`config.mk`:
```
export PLATFORM = sky130hd
export DESIGN_NAME = pppoe_discovery_tag_parser
export DESIGN_NICKNAME = d
export VERILOG_FILES = /design/src/hdl/pdtp_pkg.sv /design/src/hdl/pdtp_front.sv /design/src/hdl/pdtp_queue.sv /design/src/hdl/pppoe_discovery_tag_parser.sv
export SDC_FILE = /design/constraint.sdc
export NUM_CORES = 1
export LEC_CHECK = 0
export BUFFER_PORTS_ARGS = -buffer_cell sky130_fd_sc_hd__buf_4
export CAP_MARGIN = 30
export CORE_MARGIN = 1.5
export CORE_UTILIZATION = 50
export CTS_CLUSTER_DIAMETER = 80
export DETAILED_ROUTE_END_ITERATION = 12
export PLACE_DENSITY = 0.64
export RECOVER_POWER = 100
export REMOVE_ABC_BUFFERS = 1
export SLEW_MARGIN = 20
export SYNTH_ARGS = -nofsm -noshare
export SYNTH_HDL_FRONTEND = slang
export SYNTH_SLANG_ARGS = --single-unit
```
`constraint.sdc`:
```
create_clock -name aclk -period 9.9 [get_ports aclk]
set_clock_uncertainty 0.05 [all_clocks]
set_input_delay 1.98 -clock aclk [delete_from_list [all_inputs] [get_ports aclk]]
set_output_delay 1.98 -clock aclk [all_outputs]
set_load 0.05 [all_outputs]
```
`src/hdl/pdtp_pkg.sv`:
```
`timescale 1ns / 1ps
// ----------------------------------------------------------------------------
// pdtp_pkg
// Shared types, tag codes and the tag classifier for the PPPoE discovery
// tag parser.
// ----------------------------------------------------------------------------
package pdtp_pkg;

    typedef enum logic [1:0] {
        KIND_HEADER = 2'd0,
        KIND_TAG    = 2'd1,
        KIND_VENDOR = 2'd2,
        KIND_END    = 2'd3
    } kind_t;

    localparam logic [15:0] TAG_END_OF_LIST   = 16'h0000;
    localparam logic [15:0] TAG_SERVICE_NAME  = 16'h0101;
    localparam logic [15:0] TAG_AC_NAME       = 16'h0102;
    localparam logic [15:0] TAG_HOST_UNIQ     = 16'h0103;
    localparam logic [15:0] TAG_AC_COOKIE     = 16'h0104;
    localparam logic [15:0] TAG_VENDOR        = 16'h0105;
    localparam logic [15:0] TAG_RELAY_ID      = 16'h0110;
    localparam logic [15:0] TAG_SVC_NAME_ERR  = 16'h0201;
    localparam logic [15:0] TAG_AC_SYS_ERR    = 16'h0202;
    localparam logic [15:0] TAG_GENERIC_ERR   = 16'h0203;

    localparam logic [3:0] CLASS_SERVICE_NAME  = 4'd0;
    localparam logic [3:0] CLASS_AC_NAME       = 4'd1;
    localparam logic [3:0] CLASS_HOST_UNIQ     = 4'd2;
    localparam logic [3:0] CLASS_AC_COOKIE     = 4'd3;
    localparam logic [3:0] CLASS_VENDOR        = 4'd4;
    localparam logic [3:0] CLASS_RELAY_ID      = 4'd5;
    localparam logic [3:0] CLASS_SVC_NAME_ERR  = 4'd6;
    localparam logic [3:0] CLASS_AC_SYS_ERR    = 4'd7;
    localparam logic [3:0] CLASS_GENERIC_ERR   = 4'd8;
    localparam logic [3:0] CLASS_UNKNOWN_DATA  = 4'd9;
    localparam logic [3:0] CLASS_UNKNOWN_EMPTY = 4'd10;
    localparam logic [3:0] CLASS_NONE          = 4'd0;

    localparam int POS_W = 18;
    localparam logic [POS_W-1:0] POS_MAX       = 18'h3FFFF;
    localparam logic [POS_W-1:0] HDR_LAST_POS  = 18'd5;
    localparam logic [POS_W-1:0] HDR_BYTES     = 18'd6;
    localparam logic [POS_W-1:0] FIRST_TAG_POS = 18'd6;

    localparam int TDATA_W = 136;

    typedef struct packed {
        kind_t        kind;
        logic [3:0]   version;
        logic [3:0]   proto_type;
        logic [7:0]   code;
        logic [15:0]  sess_id;
        logic [15:0]  pay_len;
        logic [15:0]  tag_type;
        logic [15:0]  val_len;
        logic [16:0]  value_offset;
        logic [3:0]   tag_class;
        logic [31:0]  vend_num;
    } result_t;

    function automatic logic [3:0] classify(input logic [15:0] tag_type,
                                            input logic [15:0] tag_len);
        logic [3:0] cls;
        case (tag_type)
            TAG_SERVICE_NAME: cls = CLASS_SERVICE_NAME;
            TAG_AC_NAME:      cls = CLASS_AC_NAME;
            TAG_HOST_UNIQ:    cls = CLASS_HOST_UNIQ;
            TAG_AC_COOKIE:    cls = CLASS_AC_COOKIE;
            TAG_VENDOR:       cls = CLASS_VENDOR;
            TAG_RELAY_ID:     cls = CLASS_RELAY_ID;
            TAG_SVC_NAME_ERR: cls = CLASS_SVC_NAME_ERR;
            TAG_AC_SYS_ERR:   cls = CLASS_AC_SYS_ERR;
            TAG_GENERIC_ERR:  cls = CLASS_GENERIC_ERR;
            default: begin
                cls = (tag_len != 16'd0) ? CLASS_UNKNOWN_DATA : CLASS_UNKNOWN_EMPTY;
            end
        endcase
        return cls;
    endfunction

endpackage

```
`src/hdl/pdtp_front.sv`:
```
`timescale 1ns / 1ps
// ----------------------------------------------------------------------------
// pdtp_front
// Byte-level parser: tracks the frame offset, collects the header, walks the
// tag list and registers at most one result per byte for the queue.
// ----------------------------------------------------------------------------
module pdtp_front (
    input  logic              aclk,
    input  logic              aresetn,
    input  logic              in_valid,
    output logic              in_ready,
    input  logic [7:0]        data_byte,
    input  logic              frame_start,
    output logic              res_valid,
    output pdtp_pkg::result_t res_data,
    input  logic              q_ready
);
    import pdtp_pkg::*;

    logic [POS_W-1:0] pos_reg, pos_next;
    logic [39:0]      hdr_reg, hdr_next;
    logic             walk_reg, walk_next;
    logic [POS_W-1:0] nts_reg, nts_next;
    logic [31:0]      ths_reg, ths_next;
    logic [31:0]      vsh_reg, vsh_next;
    logic             res_valid_reg, res_valid_next;
    result_t          res_data_reg, res_data_next;

    // State as seen by this byte, after a possible frame restart
    logic [POS_W-1:0] cur_pos, cur_nts;
    logic [39:0]      cur_hdr;
    logic             cur_walk;
    logic [31:0]      cur_ths, cur_vsh;

    logic [POS_W:0]   pos_w, tag_w, vs_w;
    logic [POS_W-1:0] vs_pos;
    logic [31:0]      ths_new, vsh_new;
    logic [15:0]      plen_now, plen_hdr;
    logic [15:0]      cur_type, cur_len, new_type, new_len;
    logic             accept, in_tag_hdr, vendor_ok, in_vendor;

    assign accept   = in_valid && in_ready;
    assign in_ready = !res_valid_reg || q_ready;

    always_comb begin
        cur_pos  = frame_start ? '0 : pos_reg;
        cur_hdr  = frame_start ? '0 : hdr_reg;
        cur_walk = frame_start ? 1'b0 : walk_reg;
        cur_nts  = frame_start ? FIRST_TAG_POS : nts_reg;
        cur_ths  = frame_start ? '0 : ths_reg;
        cur_vsh  = frame_start ? '0 : vsh_reg;
    end

    always_comb begin
        pos_w      = {1'b0, cur_pos};
        tag_w      = {1'b0, cur_nts};
        ths_new    = {cur_ths[23:0], data_byte};
        vsh_new    = {cur_vsh[23:0], data_byte};
        new_type   = ths_new[31:16];
        new_len    = ths_new[15:0];
        cur_type   = cur_ths[31:16];
        cur_len    = cur_ths[15:0];
        plen_now   = {cur_hdr[7:0], data_byte};
        plen_hdr   = cur_hdr[15:0];
        in_tag_hdr = (pos_w >= tag_w) && (pos_w <= tag_w + 19'd3);
        vendor_ok  = (cur_type == TAG_VENDOR) && (cur_len >= 16'd4)
                     && (cur_nts >= {2'b00, cur_len});
        vs_pos     = cur_nts - {2'b00, cur_len};
        vs_w       = {1'b0, vs_pos};
        in_vendor  = vendor_ok && (pos_w >= vs_w) && (pos_w <= vs_w + 19'd3);
    end

    always_comb begin
        pos_next       = pos_reg;
        hdr_next       = hdr_reg;
        walk_next      = walk_reg;
        nts_next       = nts_reg;
        ths_next       = ths_reg;
        vsh_next       = vsh_reg;
        res_valid_next = res_valid_reg && !q_ready;
        res_data_next  = res_data_reg;

        if (accept) begin
            pos_next       = (cur_pos < POS_MAX) ? cur_pos + 1'b1 : cur_pos;
            hdr_next       = cur_hdr;
            walk_next      = cur_walk;
            nts_next       = cur_nts;
            ths_next       = cur_ths;
            vsh_next       = cur_vsh;
            res_valid_next = 1'b0;
            res_data_next  = '0;

            if (cur_pos < HDR_BYTES) begin
                hdr_next = {cur_hdr[31:0], data_byte};
                if (cur_pos == HDR_LAST_POS) begin
                    res_valid_next               = 1'b1;
                    res_data_next.kind           = KIND_HEADER;
                    res_data_next.version        = cur_hdr[39:36];
                    res_data_next.proto_type     = cur_hdr[35:32];
                    res_data_next.code           = cur_hdr[31:24];
                    res_data_next.sess_id        = cur_hdr[23:8];
                    res_data_next.pay_len        = plen_now;
                    walk_next                    = (plen_now != 16'd0);
                    nts_next                     = FIRST_TAG_POS;
                end
            end else if (cur_walk) begin
                if (in_tag_hdr) begin
                    ths_next = ths_new;
                    if (pos_w == tag_w + 19'd3) begin
                        if (tag_w > {3'b000, plen_hdr} + 19'd4) begin
                            // tag starts at or beyond the last payload byte: stop without a result
                            walk_next = 1'b0;
                        end else if (new_type == TAG_END_OF_LIST) begin
                            res_valid_next             = 1'b1;
                            res_data_next.kind         = KIND_END;
                            res_data_next.tag_type     = new_type;
                            res_data_next.val_len      = new_len;
                            res_data_next.value_offset = 17'(tag_w + 19'd4);
                            res_data_next.tag_class    = CLASS_NONE;
                            walk_next                  = 1'b0;
                        end else begin
                            res_valid_next             = 1'b1;
                            res_data_next.kind         = KIND_TAG;
                            res_data_next.tag_type     = new_type;
                            res_data_next.val_len      = new_len;
                            res_data_next.value_offset = 17'(tag_w + 19'd4);
                            res_data_next.tag_class    = classify(new_type, new_len);
                            nts_next = cur_nts + 18'd4 + {2'b00, new_len};
                            vsh_next = '0;
                        end
                    end
                end else if (in_vendor) begin
                    vsh_next = vsh_new;
                    if (pos_w == vs_w + 19'd3) begin
                        res_valid_next             = 1'b1;
                        res_data_next.kind         = KIND_VENDOR;
                        res_data_next.tag_type     = cur_type;
                        res_data_next.val_len      = cur_len;
                        res_data_next.value_offset = vs_pos[16:0];
                        res_data_next.tag_class    = CLASS_VENDOR;
                        res_data_next.vend_num     = vsh_new;
                    end
                end
            end
        end
    end

    always_ff @(posedge aclk) begin
        if (!aresetn) begin
            pos_reg       <= '0;
            hdr_reg       <= '0;
            walk_reg      <= 1'b0;
            nts_reg       <= FIRST_TAG_POS;
            ths_reg       <= '0;
            vsh_reg       <= '0;
            res_valid_reg <= 1'b0;
        end else begin
            pos_reg       <= pos_next;
            hdr_reg       <= hdr_next;
            walk_reg      <= walk_next;
            nts_reg       <= nts_next;
            ths_reg       <= ths_next;
            vsh_reg       <= vsh_next;
            res_valid_reg <= res_valid_next;
        end
    end

    always_ff @(posedge aclk) begin
        res_data_reg <= res_data_next;
    end

    assign res_valid = res_valid_reg;
    assign res_data  = res_data_reg;

endmodule

```
`src/hdl/pdtp_queue.sv`:
```
`timescale 1ns / 1ps
// ----------------------------------------------------------------------------
// pdtp_queue
// Small result queue between the parser and the output channel; the head
// entry drives the output directly.
// ----------------------------------------------------------------------------
module pdtp_queue #(
    parameter int DEPTH = 4
) (
    input  logic              aclk,
    input  logic              aresetn,
    input  logic              push_valid,
    output logic              push_ready,
    input  pdtp_pkg::result_t push_data,
    output logic              pop_valid,
    input  logic              pop_ready,
    output pdtp_pkg::result_t pop_data
);
    import pdtp_pkg::*;

    localparam int PTR_W = (DEPTH > 1) ? $clog2(DEPTH) : 1;
    localparam int CNT_W = $clog2(DEPTH + 1);

    result_t            store_reg [DEPTH];
    logic [PTR_W-1:0]   wr_ptr_reg, wr_ptr_next;
    logic [PTR_W-1:0]   rd_ptr_reg, rd_ptr_next;
    logic [CNT_W-1:0]   count_reg, count_next;
    logic               do_push, do_pop;

    assign push_ready = (count_reg != CNT_W'(DEPTH));
    assign pop_valid  = (count_reg != '0);
    assign do_push    = push_valid && push_ready;
    assign do_pop     = pop_valid && pop_ready;
    assign pop_data   = store_reg[rd_ptr_reg];

    always_comb begin
        wr_ptr_next = wr_ptr_reg;
        rd_ptr_next = rd_ptr_reg;
        count_next  = count_reg;
        if (do_push) begin
            wr_ptr_next = (wr_ptr_reg == PTR_W'(DEPTH - 1)) ? '0 : wr_ptr_reg + 1'b1;
        end
        if (do_pop) begin
            rd_ptr_next = (rd_ptr_reg == PTR_W'(DEPTH - 1)) ? '0 : rd_ptr_reg + 1'b1;
        end
        if (do_push && !do_pop) begin
            count_next = count_reg + 1'b1;
        end else if (do_pop && !do_push) begin
            count_next = count_reg - 1'b1;
        end
    end

    always_ff @(posedge aclk) begin
        if (!aresetn) begin
            wr_ptr_reg <= '0;
            rd_ptr_reg <= '0;
            count_reg  <= '0;
        end else begin
            wr_ptr_reg <= wr_ptr_next;
            rd_ptr_reg <= rd_ptr_next;
            count_reg  <= count_next;
        end
    end

    always_ff @(posedge aclk) begin
        if (do_push) begin
            store_reg[wr_ptr_reg] <= push_data;
        end
    end

endmodule

```
`src/hdl/pppoe_discovery_tag_parser.sv`:
```
`timescale 1ns / 1ps
// A result is registered in the parser, then stored in the queue, whose head drives m_.
// Throughput: one frame byte per cycle unless a result waits on a full queue;
// each byte needs one offset compare and counter update in the parser.
// The result queue (QUEUE_DEPTH entries) absorbs output stalls.
// Reset: synchronous, active-low aresetn; the parse restarts at offset 0.
// ----------------------------------------------------------------------------
// pppoe_discovery_tag_parser
// Parses a PPPoE discovery frame byte stream into header, tag, vendor id and
// end-of-list result items.
// ----------------------------------------------------------------------------
module pppoe_discovery_tag_parser #(
    parameter int QUEUE_DEPTH = 4
) (
    input  logic         aclk,
    input  logic         aresetn,
    input  logic         s_tvalid,
    output logic         s_tready,
    input  logic [7:0]   s_tdata,  // [7:0] data_byte
    input  logic         s_tuser,  // [0] frame_start
    output logic         m_tvalid,
    input  logic         m_tready,
    // [3:0] version, [7:4] proto_type, [15:8] code, [31:16] sess_id,
    // [47:32] pay_len, [63:48] tag_type, [79:64] val_len,
    // [96:80] value_offset, [100:97] tag_class, [132:101] vend_num, rest zero
    output logic [pdtp_pkg::TDATA_W-1:0] m_tdata,
    output logic [1:0]   m_tuser   // [1:0] result_kind
);
    import pdtp_pkg::*;

    logic    res_valid, q_ready;
    result_t res_data, head;

    pdtp_front u_front (
        .aclk        (aclk),
        .aresetn     (aresetn),
        .in_valid    (s_tvalid),
        .in_ready    (s_tready),
        .data_byte   (s_tdata),
        .frame_start (s_tuser),
        .res_valid   (res_valid),
        .res_data    (res_data),
        .q_ready     (q_ready)
    );

    pdtp_queue #(
        .DEPTH (QUEUE_DEPTH)
    ) u_queue (
        .aclk       (aclk),
        .aresetn    (aresetn),
        .push_valid (res_valid),
        .push_ready (q_ready),
        .push_data  (res_data),
        .pop_valid  (m_tvalid),
        .pop_ready  (m_tready),
        .pop_data   (head)
    );

    assign m_tuser = head.kind;
    assign m_tdata = {3'b000, head.vend_num, head.tag_class, head.value_offset,
                      head.val_len, head.tag_type, head.pay_len,
                      head.sess_id, head.code, head.proto_type, head.version};

    a_vendor_fields: assert property (@(posedge aclk) disable iff (!aresetn)
        (m_tvalid && head.kind == KIND_VENDOR)
            |-> (head.tag_class == CLASS_VENDOR && head.tag_type == TAG_VENDOR))
        else $error("vendor result with wrong class or type");

    a_header_clean: assert property (@(posedge aclk) disable iff (!aresetn)
        (m_tvalid && head.kind == KIND_HEADER)
            |-> (head.tag_type == '0 && head.val_len == '0
                 && head.value_offset == '0 && head.vend_num == '0))
        else $error("header result carries tag fields");

    a_end_fields: assert property (@(posedge aclk) disable iff (!aresetn)
        (m_tvalid && head.kind == KIND_END)
            |-> (head.tag_type == TAG_END_OF_LIST && head.tag_class == CLASS_NONE))
        else $error("end-of-list result with non-zero type or class");

    a_stall_cause: assert property (@(posedge aclk) disable iff (!aresetn)
        !s_tready |-> (m_tvalid && res_valid))
        else $error("input stalled while the queue can take a result");

endmodule
```
After elaboration in Yosys (flattened, before gate mapping)
Memory sizes are Yosys's and may differ from the RTL's. A register that Yosys moved wholly into a read port is not among the register bits.
Cells that the tools add are included.
{ "word_totals": {"memories": 1, "latchBits": 0, "register_bits": 284, "ramBits": 540, "inputBits": 13, "mem_bits_ro": 0} }
{ "op_classes": {"magnitude_cmp": 9, "n_shift": 0, "n_bitwise": 3, "n_div": 0, "eq_ne": 16, "n_addsub": 12, "reduce_logical": 24, "n_mux": 65, "mul": 0} }
{ "memory_table": {"columns": ["name", "words", "word_bits", "rd", "rd_clocked_by_memory_dff", "wr", "line", "rtl"], "rows": [
  ["u_queue.store_reg", 4, 135, 1, 1, 1, "pdtp_queue.sv:24", "result_t store_reg [DEPTH];"]
]} }
{ "ops": {"columns": ["op", "count"], "rows": [
  ["$mux W32", 12],
  ["$mux W18", 10],
  ["$mux W85", 2],
  ["$mux W53", 3],
  ["$eq A16 B9 Y1 const B", 7],
  ["$mux W40", 2],
  ["$eq A16 B10 Y1 const B", 3],
  ["$add A18 B2 Y19 const B", 2],
  ["$eq A18 B19 Y1", 2],
  ["$le A18 B19 Y1", 2],
  ["$ge A18 B18 Y1", 2],
  ["$pmux W4 S9", 1],
  ["$reduce_bool A16 Y1", 2],
  ["$mux W2", 13],
  ["$mux W1", 19],
  ["$add A18 B1 Y18 const B", 1],
  ["$add A18 B16 Y18", 1],
  ["$add A18 B3 Y18 const B", 1],
  ["$eq A18 B3 Y1 const B", 1],
  ["$ge A18 B16 Y1", 1],
  ["$gt A18 B17 Y1", 1],
  ["$lt A18 B18 Y1 const B", 1],
  ["$lt A18 B3 Y1 const B", 1],
  ["$sub A18 B16 Y18", 1],
  ["other kinds (20)", 38]
]} }

Depth between registers and ports, before layout
Gate-level depths: netlist (run 1).
{ "logic_depth": {"word_depth": 11, "mapped_depth": 31, "mapped_depth_nobuf": 25} }

Modules after synthesis
A second synthesis (run 1) with hierarchy kept.
{ "hier_totals": {"cells_unflattened": 2579, "hier_area_um2": 36478.7} }
{ "by_module_without_submodules": {"columns": ["mod", "instances", "area_per_inst_um2", "cells_each", "seq_area_each_um2"], "rows": [
  ["pdtp_queue", 1, 19932.9, 756, 16395.7],
  ["pdtp_front", 1, 16519.6, 1819, 6736.5],
  ["pppoe_discovery_tag_parser", 1, 26.3, 4, 0.0]
]} }

Worst setup path before layout (run 1)
No wires, ideal clock.
{ "synth_path": {"kind": "input -> register", "from": "in s_tuser", "to": "reg u_front.vsh_reg[16]", "path_stages": 27, "t_required_ns": 9.791, "arrival_ns": 8.423, "setup_slack_ns": 1.368, "path_cell_list": "buf_2 > buf_2 > clkbuf_1 > buf_2 > clkbuf_1 > buf_1 > clkbuf_1 > or2_2 > fa_1 > nand2b_1 > a211o_1 > a21oi_1 > o211ai_1 > xnor2_1 > or4b_4 > or4_4 > or3_1 > xnor2_1 > ha_1 > nand3_1 > o21ai_0 > o21ai_0 > a211oi_1 > o311ai_4 > a31oi_4 > buf_6 > a22o_1"} }
{ "synth_via": {"elab_chain_len": 10, "word_cells_on_any_way": 33, "cone_classes": "add/sub (4); order compare (8); eq/ne (2); mux (13); reduce/logical (6)"} }
{ "synth_lines": {"columns": ["element", "line", "rtl"], "rows": [
  ["start: declaration", "pppoe_discovery_tag_parser.sv:20", "input logic s_tuser,"],
  ["branches (longest 9 deep; another with $add A18 B2 Y19)", null, null],
  ["$mux W32 *", "pdtp_front.sv:93", "if (cur_pos < HDR_BYTES) begin"],
  ["end signal: assignment", "pdtp_front.sv:163", "vsh_reg <= vsh_next;"],
  ["end: declaration", "pdtp_front.sv:25", "logic [31:0] vsh_reg, vsh_next;"]
]} }
Mark *: on every way between the ends.
A chain may end at the register's enable or synchronous reset.

Worst setup path in the final report (run 1)
{ "layout_path": {"from": "in s_tuser", "to": "reg u_front.res_valid_reg, in the netlist u_front.res_valid"} }
{ "layout_via": {"elab_chain_len": 11, "word_cells_on_any_way": 35, "cone_classes": "add/sub (4); order compare (8); eq/ne (4); mux (14); reduce/logical (5)"} }
{ "layout_lines": {"columns": ["element", "line", "rtl"], "rows": [
  ["branches (longest 9 deep; another with $add A18 B2 Y19)", null, null],
  ["$mux W1 *", "pdtp_front.sv:93", null],
  ["$mux W1 *", "pdtp_front.sv:83", "if (accept) begin"],
  ["end signal: assignment", "pdtp_front.sv:164", "res_valid_reg <= res_valid_next;"],
  ["end: declaration", "pdtp_front.sv:26", "logic res_valid_reg, res_valid_next;"]
]} }
Marks and branches as above.

==> results.json, run 1 <==
{
  "routedWlPerCell_um": 25.05,
  "cp.arrival_ps": 9280,
  "drt-met1-wl_mm": 40.66,
  "dp_slack_ps": 1010,
  "slew_violations": 946,
  "ys_warn_count": 0,
  "cts_num_sinks": 818,
  "reg2reg_to": "u_front.pos_reg[2]",
  "r2r_start": "u_queue.count_reg[0]",
  "violations": "max-capacitance violations, max-slew violations",
  "largest_reg_flops": 540,
  "grt_max_degree": 76,
  "syn_inst": 2521,
  "fmax_mhz": 113.3,
  "synth_seq_cells": 818,
  "ff2ff_setup_slack_ps": 1850,
  "area_growth_pct": 13.27,
  "status": "complete, but fails checks",
  "drc": 0,
  "period_share": 0.8916,
  "hold_violations": 0,
  "htree_levels": 3,
  "syn_area_per_cell_sq_um": 14.32,
  "via_count": 22120,
  "whs_path_depth": 2,
  "fill_cells": 5769,
  "tightest_slew_ps": 3719,
  "seqPwrFrac": 0.422,
  "cts.repair.resized": 0,
  "insertedDiodeCount": 0,
  "power_leakage_nw": 13.69,
  "finalPower_mw": 8.950,
  "p_comb_frac": 0.184,
  "peakVddDrop_uv": 170.4,
  "p_per_area_nw_per_um2": 218.9,
  "max_slew_margin": -1.479,
  "final_cells": 3700,
  "clk_latency_ps": 650,
  "final_nets": 2822,
  "numPortBuffers": 149,
  "routabilityCongestion": 0.9330,
  "ys_types": 87,
  "first_pass_iters": 5,
  "grt.total_usage": 0.2507,
  "routed-wl-met3_mm": 5.266,
  "layout_setup_ws_ps": 1073,
  "synth_flop_cell": "edfxtp_1",
  "root_buffer": "clkbuf_16",
  "crit_required_ps": 10350,
  "slowest_stage": "clkbuf_2",
  "maxCapViolCount": 22,
  "worst_setup_path_end_kind": "flip-flop",
  "dp_cells": 3532,
  "cts_max_path_buffers": 3,
  "cts_buffers": 87,
  "reg2regPathDepth": 10,
  "cts_setup_buffers": 0,
  "core-area_sq_um": 71490,
  "max_stage_delay_ps": 650,
  "die-area_sq_um": 73810,
  "die_y_um": 271.7,
  "holdCritStartpoint": "u_front.hdr_reg[36]",
  "post-route-min-period_ps": 8827,
  "internal_power_mw": 6.378,
  "ant_nets": 0,
  "io_pins": 153,
  "hold_class": "reg2reg",
  "routed-wl-met2_mm": 44.33,
  "multi_input_area_sq_um": 12170,
  "drive_above_1_share": 0.1309,
  "chipWidth_um": 271.7,
  "dr.max_layer_used": "met4",
  "rsz0062_at_grt": "false",
  "syn_area_sq_um": 36090,
  "antenna_found_initial": 1,
  "seqCellArea_sq_um": 23140,
  "dpl.hpwl_mm": 60.54,
  "min_to": "u_front.hdr_reg[36]",
  "crit_start": "s_tuser",
  "async_flop_share": 0,
  "vias_per_cell": 5.978,
  "p_sw_mw": 2.573,
  "grt-ovfl-total": 0,
  "cts_hold_buf": 0,
  "critPathLaunchType": "primary input",
  "fin_util": 0.5719,
  "grt_pass1_wl_mm": 139.0,
  "fin_setup_tns_ps": 0,
  "clkSlewWorstSetupHoldPaths_ps": 60,
  "rows": 98,
  "drtIter0Drc": 1905,
  "crit_type": "in2reg",
  "grt_pass1_vias": 22120,
  "setup_viol": 0,
  "synth_edf_count": 675,
  "start_util": 0.5049,
  "seq_area_frac_synth": 0.6409,
  "cts_tree": "built",
  "swShare": 0.2874,
  "path_cells": "buf_4 > inv_1 > nand2_1 > ha_1 > inv_1 > fa_1 > nand2b_1 > a211o_1 > a21oi_1 > o211ai_1 > xnor2_1 > or4b_1 > or4_4 > or3_1 > xnor2_1 > ha_1 > nand3_1 > nor2_1 > nand4_1 > a2111o_1 > clkbuf_2 > a31o_2 > a21oi_1",
  "drt-total-wl_mm": 92.70,
  "cp_max_fo": 52,
  "clockPowerShare": 0.394
}
-- power groups by stage --
| stage | sequential [mW] | clock [mW] | combinational (mW) |
|---|---|---|---|
| 2_1_floorplan | 3.93 | 0 | 1.28 |
| 3_3_place_gp | 3.85 | 0 | 1.80 |
| 3_5_place_dp | 3.85 | 0 | 1.81 |
| 4_1_cts | 3.78 | 3.59 | 1.81 |
| 5_1_grt | 3.79 | 3.73 | 1.74 |
| 6_report | 3.78 | 3.52 | 1.65 |
-- through the flow --
| stage | area [sq um] | hold slack [ps] |
|---|---|---|
| after CTS | 41460 | 396.8 |
| after global routing | 40880 | 423.6 |
| after detailed placement | 38280 | 390.2 |
| after global placement | 38270 | 382.9 |
| final | 40880 | 396.8 |
| after floorplan | 35520 | 377.3 |
-- worst max-delay path by stage --
stage and end:
5_1_grt u_front.res_data[64], 3_5_place_dp u_front.vsh_reg[11], 2_1_floorplan u_front.res_data[64], 3_3_place_gp u_front.res_valid
6_report u_front.res_valid, 4_1_cts u_front.vsh_reg[11]
-- cell usage after synthesis, types with 5 or more instances --
cell | number | area [sq um]
xnor2_1 | 69 | 604.3
nand2b_1 | 21 | 131.4
inv_1 | 63 | 236.5
nand2_1 | 165 | 619.3
and2_1 | 56 | 350.3
nor3_1 | 31 | 155.2
nand3_1 | 60 | 300.3
mux4_2 | 135 | 3040
o21ai_0 | 54 | 270.3
mux2i_1 | 6 | 60.06
dfxtp_1 | 143 | 2863
nor3b_1 | 5 | 37.54
o211ai_1 | 12 | 90.09
a21oi_1 | 107 | 535.5
a21o_1 | 24 | 180.2
a31oi_1 | 7 | 43.79
or2_2 | 9 | 56.30
and4b_1 | 5 | 50.05
edfxtp_1 | 675 | 20270
a211oi_1 | 17 | 127.6
or3_1 | 21 | 131.4
a22oi_1 | 43 | 322.8
and3_1 | 49 | 306.5
nor2_1 | 170 | 638.1
o22ai_1 | 23 | 143.9
buf_1 | 27 | 101.4
o2111ai_1 | 6 | 52.55
o21a_1 | 7 | 52.55
clkbuf_1 | 92 | 345.3
nand4_1 | 21 | 131.4
ha_1 | 131 | 1639
a2111oi_0 | 5 | 43.79
xor2_1 | 33 | 289.0
buf_2 | 12 | 60.06
a32oi_1 | 5 | 43.79
a311oi_1 | 5 | 43.79
nor4b_1 | 6 | 52.55
a22o_1 | 24 | 210.2
nor4_1 | 24 | 150.1
o31ai_1 | 5 | 37.54
nor2b_1 | 55 | 344.1
-- cells in the final DEF, fill, tap and decap left out, drive strengths merged, types with 31 or more instances in the layout --
cell and instances:
a21oi 107, nor2b 56, clkbuf 278, and3 49
mux4 135, nand2 165, edfxtp 675, inv 69
nor3 31, o21ai 54, dfxtp 143, a22oi 43
and2 56, xor2 33, nor2 170, xnor2 69
buf 46, ha 131, nand3 60
-- worst max-delay path: cells and delay by family --
family	cells	cell delay (ps)
buf+inv	4	1330
simple gates	8	2520
xor+xnor	2	390
compound gates	6	2020
fa+ha+maj	3	960
-- area by class of cell --
| class | instances | share of cell area |
|---|---|---|
| timing repair buffer | 203 | 0.02372 |
| tap | 950 | 0.02907 |
| clock buffer | 121 | 0.06185 |
| multi-input combinational | 1502 | 0.2976 |
| clock inverter | 43 | 0.01601 |
| sequential | 818 | 0.5659 |
| inverter | 63 | 0.005845 |
-- cell families after synthesis --
group,after synthesis,synth area share
flops,818,0.6409
simple gates,722,0.1017
compound gates,394,0.07471
buf+inv,203,0.02274
mux,143,0.08653
fa+ha+maj,137,0.04791
xor+xnor,103,0.02538
other cells,1,0.0001039
-- metal layers --
metal,track usage,up-vias
met5,0,-
met4,0.07851,0
met3,0.03459,156
met2,0.4012,756
met1,0.3577,11220
li1,-,9983
Note: power is estimated with default switching activity, not from simulation.
==> run 2, diff against run 1 <==
--- a/config.mk
+++ b/config.mk
@@ -13,8 +13,7 @@
 export DETAILED_ROUTE_END_ITERATION = 12
 export PLACE_DENSITY = 0.64
 export RECOVER_POWER = 100
-export REMOVE_ABC_BUFFERS = 1
-export SLEW_MARGIN = 20
+export SLEW_MARGIN = 25
 export SYNTH_ARGS = -nofsm -noshare
 export SYNTH_HDL_FRONTEND = slang
 export SYNTH_SLANG_ARGS = --single-unit
==> run 2 against run 1 <==
  * The flow still finishes with violations (max-capacitance violations, max-slew violations)
  * Final area is 1.4% lower
  * Wire length is 1.1% higher
  * Via count is 0.53% higher
  * Flip-flop and latch count stayed put
  * Largest power group unchanged
  * First-iteration DRC count is 12% higher
  * Critical path depth is 2 higher
  * Core utilization is 0.80 points lower
  * Global-route usage is 0.24 points higher
  * Maximum frequency is 1.2% higher
  * Worst hold slack better by 3.9 ps
  * Sequential power hardly changed
==> results.json, run 2 (synthesized netlist as in run 1, its figures left out) <==
{
  "status": "complete, but fails checks",
  "violations": "max-capacitance violations, max-slew violations",
  "clkSlewWorstSetupHoldPaths_ps": 60,
  "ant_nets": 0,
  "numPortBuffers": 149,
  "grt.total_usage": 0.2531,
  "largest_reg_flops": 540,
  "finalPower_mw": 8.441,
  "slew_violations": 971,
  "drt-total-wl_mm": 93.69,
  "swShare": 0.2962,
  "routabilityCongestion": 0.9581,
  "hold_violations": 0,
  "clockPowerShare": 0.357,
  "cts_setup_buffers": 0,
  "internal_power_mw": 5.940,
  "period_share": 0.8815,
  "clk_latency_ps": 630,
  "fmax_mhz": 114.6,
  "peakVddDrop_uv": 146.9,
  "critPathLaunchType": "primary input",
  "cts_num_sinks": 818,
  "io_pins": 153,
  "maxCapViolCount": 21,
  "crit_type": "in2reg",
  "fin_setup_tns_ps": 0,
  "grt-ovfl-total": 0,
  "routedWlPerCell_um": 25.45,
  "chipWidth_um": 271.7,
  "root_buffer": "clkbuf_16",
  "cts_buffers": 84,
  "seqPwrFrac": 0.446,
  "die-area_sq_um": 73810,
  "cts.repair.resized": 0,
  "tightest_slew_ps": 4305,
  "cp.arrival_ps": 9230,
  "first_pass_iters": 6,
  "cp_max_fo": 24,
  "drc": 0,
  "cts_hold_buf": 0,
  "grt_pass1_vias": 21880,
  "crit_required_ps": 10410,
  "max_slew_margin": -1.870,
  "rows": 98,
  "cts_tree": "built",
  "start_util": 0.5049,
  "p_comb_frac": 0.197,
  "power_leakage_nw": 13.41,
  "area_growth_pct": 11.68,
  "die_y_um": 271.7,
  "worst_hold_slack_ps": 400.7,
  "vias_per_cell": 6.040,
  "via_count": 22240,
  "post-route-min-period_ps": 8726,
  "cts_max_path_buffers": 3,
  "dpl.hpwl_mm": 61.92,
  "insertedDiodeCount": 0,
  "hold_class": "reg2reg",
  "antenna_found_initial": 4,
  "p_per_area_nw_per_um2": 209.4,
  "rsz0062_at_grt": "false",
  "worst_setup_path_end_kind": "flip-flop",
  "layout_common_cells": "edfxtp_1 (675), nor2_1 (169), clkbuf_1 (169)",
  "mostFrequentLayoutCell": "edfxtp_1",
  "core-area_sq_um": 71490,
  "grt_max_degree": 66,
  "p_sw_mw": 2.500,
  "htree_levels": 3,
  "final_nets": 2816,
  "drtIter0Drc": 2127,
  "drive_above_1_share": 0.1194,
  "grt_pass1_wl_mm": 139.6,
  "setup_viol": 0
}
## run 2: cell types whose count changed in the layout (fill, tap and decap cells not counted), moves of 4 or more
cell / delta
clkinv_1: +17
bufinv_16: -11
clkbuf_8: -10
buf_4: -6
and2_0: +4
and2_1: -4
## run 2: metrics by stage
step / setup WS [ps] / std cells / utilization / cell area, sq um
5_1_grt: 663.0 / 3681 / 0.5639 / 40310
2_1_floorplan: 1368 / 2523 / - / 36100
6_report: 1174 / 3681 / 0.5639 / 40310
3_5_place_dp: 1133 / 3531 / 0.5351 / 38250
3_3_place_gp: 1305 / 3530 / 0.5350 / 38240
4_1_cts: 1758 / 3679 / 0.5720 / 40890
## run 2: area by class of cell
cell class / count / area [sq um]
repair buffers: 200 / 962.2
well taps: 950 / 1189
fillers: 5796 / 31180
inverters: 63 / 239.0
clock inverters: 42 / 305.3
flip-flops and latches: 818 / 23140
clock buffers: 106 / 2330
multi-input cells: 1502 / 12150
## run 2: layer usage
layer / vias up / track usage / routed length (um)
met2: 804 / 0.3944 / 44120
met3: 167 / 0.03981 / 5934
met4: 0 / 0.09079 / 3095
li1: 9997 / - / -
met1: 11270 / 0.3629 / 40540
met5: - / 0 / 0
## run 2: power by group through the flow
stage | sequential, mW | combinational, mW | clock, mW
after global placement | 3.84 | 1.82 | 0
final | 3.77 | 1.66 | 3.01
after CTS | 3.77 | 1.83 | 3.07
after global routing | 3.77 | 1.75 | 3.20
after detailed placement | 3.84 | 1.82 | 0
after floorplan | 3.81 | 1.37 | 0
## run 2: path summary, 6_finish.rpt
kind                         endpoint  depth (start not counted)                 start  slack (ps)
max               u_front.vsh_reg[12]                         25               s_tuser        1170
min               u_front.hdr_reg[35]                          2   u_front.hdr_reg[35]         400
max reg2reg  u_queue.store_reg[2][38]                          4  u_queue.count_reg[0]        2100
min reg2reg       u_front.hdr_reg[35]                          2   u_front.hdr_reg[35]         400
## run 2: critical path, stage by stage
cell	delay, ps
clkbuf_1	430
clkinv_1	180
nand2_1	260
ha_1	250
inv_1	60
fa_1	410
nand2b_1	180
a211o_1	340
a21oi_1	410
o211ai_1	190
xnor2_1	260
or4b_4	600
nor4_1	450
buf_4	220
nand3_1	150
nor2_1	210
xnor2_1	80
ha_1	300
nand3_1	100
o21ai_0	280
o21ai_0	160
a211oi_1	270
o311ai_0	430
a31oi_4	750
a22o_1	260
